==> src/hdl/iea_pkg.sv <==
// Package of the integer expression ALU core: operation codes and the
// control word that travels down the pipeline. Depends on nothing.
package iea_pkg;

   localparam logic [4:0] OP_PASS   = 5'd0;
   localparam logic [4:0] OP_ADD    = 5'd1;
   localparam logic [4:0] OP_SUB    = 5'd2;
   localparam logic [4:0] OP_MUL    = 5'd3;
   localparam logic [4:0] OP_DIV    = 5'd4;
   localparam logic [4:0] OP_MOD    = 5'd5;
   localparam logic [4:0] OP_AND    = 5'd6;
   localparam logic [4:0] OP_OR     = 5'd7;
   localparam logic [4:0] OP_XOR    = 5'd8;
   localparam logic [4:0] OP_NOT    = 5'd9;
   localparam logic [4:0] OP_LAND   = 5'd10;
   localparam logic [4:0] OP_LOR    = 5'd11;
   localparam logic [4:0] OP_LNOT   = 5'd12;
   localparam logic [4:0] OP_EQ     = 5'd13;
   localparam logic [4:0] OP_NE     = 5'd14;
   localparam logic [4:0] OP_LT     = 5'd15;
   localparam logic [4:0] OP_LE     = 5'd16;
   localparam logic [4:0] OP_GT     = 5'd17;
   localparam logic [4:0] OP_GE     = 5'd18;
   localparam logic [4:0] OP_LSHIFT = 5'd19;
   localparam logic [4:0] OP_RSHIFT = 5'd20;

   typedef struct packed {
      logic valid;
      logic sel_div;
      logic sel_mod;
      logic neg_q;
      logic neg_r;
      logic status;
   } iea_ctl_type;

endpackage

==> src/hdl/iea_div_step.sv <==
// One restoring-division stage: brings in one dividend bit, compares and
// subtracts, and carries the rest of the word along. Uses iea_pkg.
module iea_div_step import iea_pkg::*; #(
   parameter int W = 32
) (
   input  logic         clock,
   input  logic         reset,
   input  logic         en,
   input  iea_ctl_type  ctl_i,
   input  logic [W-1:0] smp_i,
   input  logic [W-1:0] rem_i,
   input  logic [W-1:0] quo_i,
   input  logic [W-1:0] dvs_i,
   output iea_ctl_type  ctl_o,
   output logic [W-1:0] smp_o,
   output logic [W-1:0] rem_o,
   output logic [W-1:0] quo_o,
   output logic [W-1:0] dvs_o
);

   iea_ctl_type  ctl_ff;
   logic [W-1:0] smp_ff, rem_ff, quo_ff, dvs_ff;
   logic [W-1:0] rem_in, quo_in;
   logic [W:0]   trial, diff;
   logic         ge;

   always_comb begin
      trial  = {rem_i, quo_i[W-1]};
      diff   = trial - {1'b0, dvs_i};
      ge     = !diff[W];
      rem_in = ge ? diff[W-1:0] : trial[W-1:0];
      quo_in = {quo_i[W-2:0], ge};
   end

   always_ff @(posedge clock) begin
      if (reset) begin
         ctl_ff <= '0;
      end else if (en) begin
         ctl_ff <= ctl_i;
      end
      if (en) begin
         smp_ff <= smp_i;
         rem_ff <= rem_in;
         quo_ff <= quo_in;
         dvs_ff <= dvs_i;
      end
   end

   assign ctl_o = ctl_ff;
   assign smp_o = smp_ff;
   assign rem_o = rem_ff;
   assign quo_o = quo_ff;
   assign dvs_o = dvs_ff;

endmodule

==> config.mk <==
export PLATFORM = sky130hd
export DESIGN_NAME = iea_div_step
export DESIGN_NICKNAME = d
export VERILOG_FILES = /design/src/hdl/iea_pkg.sv /design/src/hdl/iea_div_step.sv
export SDC_FILE = /design/constraint.sdc
export NUM_CORES = 1
export LEC_CHECK = 0
export BUFFER_PORTS_ARGS = -buffer_cell sky130_fd_sc_hd__buf_2
export CORE_UTILIZATION = 44
export CTS_CLUSTER_SIZE = 20
export DETAILED_ROUTE_END_ITERATION = 12
export PLACE_DENSITY = 0.77
export SLEW_MARGIN = 40
export SYNTH_ARGS = -nofsm -noshare
export SYNTH_HDL_FRONTEND = slang
export SYNTH_SLANG_ARGS = --single-unit
export TNS_END_PERCENT = 100
==> constraint.sdc <==
create_clock -name clock -period 3.1 [get_ports clock]
set_input_delay 0.465 -clock clock [delete_from_list [all_inputs] [get_ports clock]]
set_output_delay 0.465 -clock clock [all_outputs]
set_load 0.1 [all_outputs]
==> results.cfg <==
[logic_synthesis]
synth_nets = 677
seq_area_frac_synth_pct = 60.95
synth_cell_types = 51
async_reset_ff_share_pct = 0
ys_warn_count = 0
synth_common_cells = 128 x edfxtp_1, 44 x nand2_1, 41 x inv_1
synth_top_area_share_pct = 59.10
yosysTopAreaCell = edfxtp_1
syn-cell-area_um2 = 6504
synth.area.top_cells = edfxtp_1 59%, ha_1 6.2%, mux2_4 4.2%
synth_enable_flop_cells = 128
ys_ff_latch = 134
ys.flop_type = edfxtp_1
yosysMostFrequentCell = edfxtp_1
syn_inst = 507
avgSynthCellArea_um2 = 12.83

[outcome]
outcome = finished clean

[clock_tree]
clock-sinks = 134
clkTransAtPathRegs_ps = 60
post_cts_resized = 0
h-tree-depth = 4
cts_buffers = 17
cts_root_buf = clkbuf_16
ctsLongestPathBuffers = 2
clock_latency_ps = 410
cts_setup_buffers = 0
ctsHoldBuffers = 0
cts_tree = done

[final_layout]
drive_above_1_share_pct = 43.29
nets = 984
post_layout_nonfiller_instances = 1011
areaGrowthSynthToFinish_pct = 36.94
n_fill_cell = 1163
diodes = 0

[pwr]
power_density_nw_per_um2 = 734.9
p_total_mw = 6.545
ir_worst_vdd_mv = 0.3457
p_leak_nw = 4.133

[timing]
clock-skew-final_ps = 0
slew_headroom_pct = 57.74
hold_violations = 0
worst_hold_slack_ps = 220.1
tns_ps = 0
setup_viol = 0
post-route-period-util_pct = 92.08
finalMaxSlewViolations = 0
worst_pin_slew_ps = 633.9
fmax_ghz = 0.3503
fin_ws_ps = 245.4
rsz0062_at_grt = no
fin_crit_ps = 2855

[floorplan]
die_area_um2 = 15270
die_w_um = 123.6
start_util_pct = 44.92
io_pins = 271
core-area_um2 = 14480
row_count = 44
dieHeight_um = 123.6

[worst_setup_path]
crit_chain = buf_2, inv_1, ha_1, fa_1, nand2b_1, a21oi_1, o211ai_1, a21oi_1, o21a_1, o211ai_4, buf_4, o41ai_1
slowest_delay_ps = 420
crit_path_start_kind = input port
crit_type = input port to flip-flop
setup.worst_path.end_class = flip-flop
required_ps = 3300
critPathMaxFanout = 27
critPathSlowestCell = fa_1
arrival_ps = 3060
worst_path_most_repeated_cell = a21oi_1

[route]
wirelength_um = 16980
vias_per_cell = 5.122
drcViolationCount = 0
routedWlPerCell_um = 16.80
vias = 5178
ant_nets = 0
drt-initial-drc-count = 387
first_pass_iters = 5

[flow_run]
cap_violations = 0

[global_routing]
grt_pass1_vias = 4879
antenna_found_initial = 1
track_usage_pct = 21.94
grt_max_degree = 68
grt_pass1_wl_um = 24700
grt_overflow = 0

[min_path]
hp-class = input port to flip-flop

[placed_design]
pre_cts_slack_ps = -187.6
dp_hpwl_um = 13390
portBuffers = 270
gp_congestion = 0.8927
placedCellCount = 979
## per-layer routing
metal / vias up / GRT usage [%] / share of wire (%) / routed length (µm)
met5: - / 0 / 0.088 / 15
met1: 2443 / 25.31 / 40 / 6750
met2: 199 / 37.43 / 50 / 8532
met4: 2 / 9.639 / 2.2 / 371
li1: 2507 / - / - / -
met3: 27 / 6.731 / 7.7 / 1312
## through the flow
stage | cell area (µm²) | util, %
after global routing | 8906 | 61.51
after global placement | 8300 | 57.33
final | 8906 | 61.51
after detailed placement | 8300 | 57.33
after floorplan | 6504 | -
after CTS | 8906 | 61.51
## cells by family (layout without fill, tap and decap cells)
| family | Yosys count | in the layout | share of synthesized area (%) |
|---|---|---|---|
| AO/OA/AOI/OAI | 120 | 120 | 12.26 |
| XOR/XNOR | 24 | 24 | 3.232 |
| adder cells (fa/ha/maj) | 33 | 33 | 6.464 |
| buffers and inverters | 58 | 378 | 3.713 |
| flip-flops | 134 | 134 | 60.95 |
| multiplexers | 24 | 24 | 5.079 |
| AND/OR/NAND/NOR | 114 | 114 | 8.311 |
## report_power, final
part	switching (mW)	internal [mW]
clock	0.771	1.27
sequential	0.0443	2.20
combinational	1.76	0.500
total	2.57	3.97
## worst max-delay path, delay by kind of cell
kind / cells / cell delay [ps]
AOI/OAI and AO/OA: 6 / 1400
adders and majority gates: 2 / 630
buffers and inverters: 3 / 360
and+or+nand+nor: 1 / 180
## layout by cell type (no fill, tap or decap), types with 3 or more instances in the layout
cell type / n
nor2_1: 22
dfxtp_1: 6
clkinv_4: 4
o31ai_1: 5
nand2b_1: 5
nand2_1: 44
buf_2: 269
nand4_1: 7
nor2b_1: 5
xor2_1: 10
o21ai_0: 24
a21o_1: 15
ha_1: 32
and3_1: 6
buf_12: 3
buf_4: 31
mux2_4: 18
a211oi_1: 4
nor3_1: 4
mux2i_1: 6
a21oi_1: 34
inv_1: 41
clkinv_2: 3
nand3_1: 11
o21a_1: 6
clkbuf_16: 17
xnor2_1: 14
and2_1: 3
o21bai_1: 5
o211ai_1: 8
bufinv_16: 3
edfxtp_1: 128
## final cells by class
cell class,instances,area (µm²),area share (%)
clock buffers,18,429.2,4.819
clock inverters,14,176.4,1.981
inverters,42,157.7,1.770
multi-input cells,315,2298,25.81
flip-flops and latches,134,3964,44.51
well taps,184,230.2,2.585
repair buffers,304,1650,18.53
## flip-flops by register name (all words and copies together), names as in the netlist
signal  flops
ctl_o       6
dvs_o      32
smp_o      32
quo_o      32
rem_o      32
## worst paths after layout
kind / start / end / slack, ps / cells after the start
hold / removal: smp_i[2] / smp_o[2] / 220 / 1
setup / recovery: quo_i[31] / rem_o[27] / 250 / 12
hold reg to reg: ctl_o[1] / ctl_o[1] / 490 / 2
setup reg to reg: ctl_o[2] / ctl_o[2] / 2480 / 2
Power figures use the tool's default switching activity.
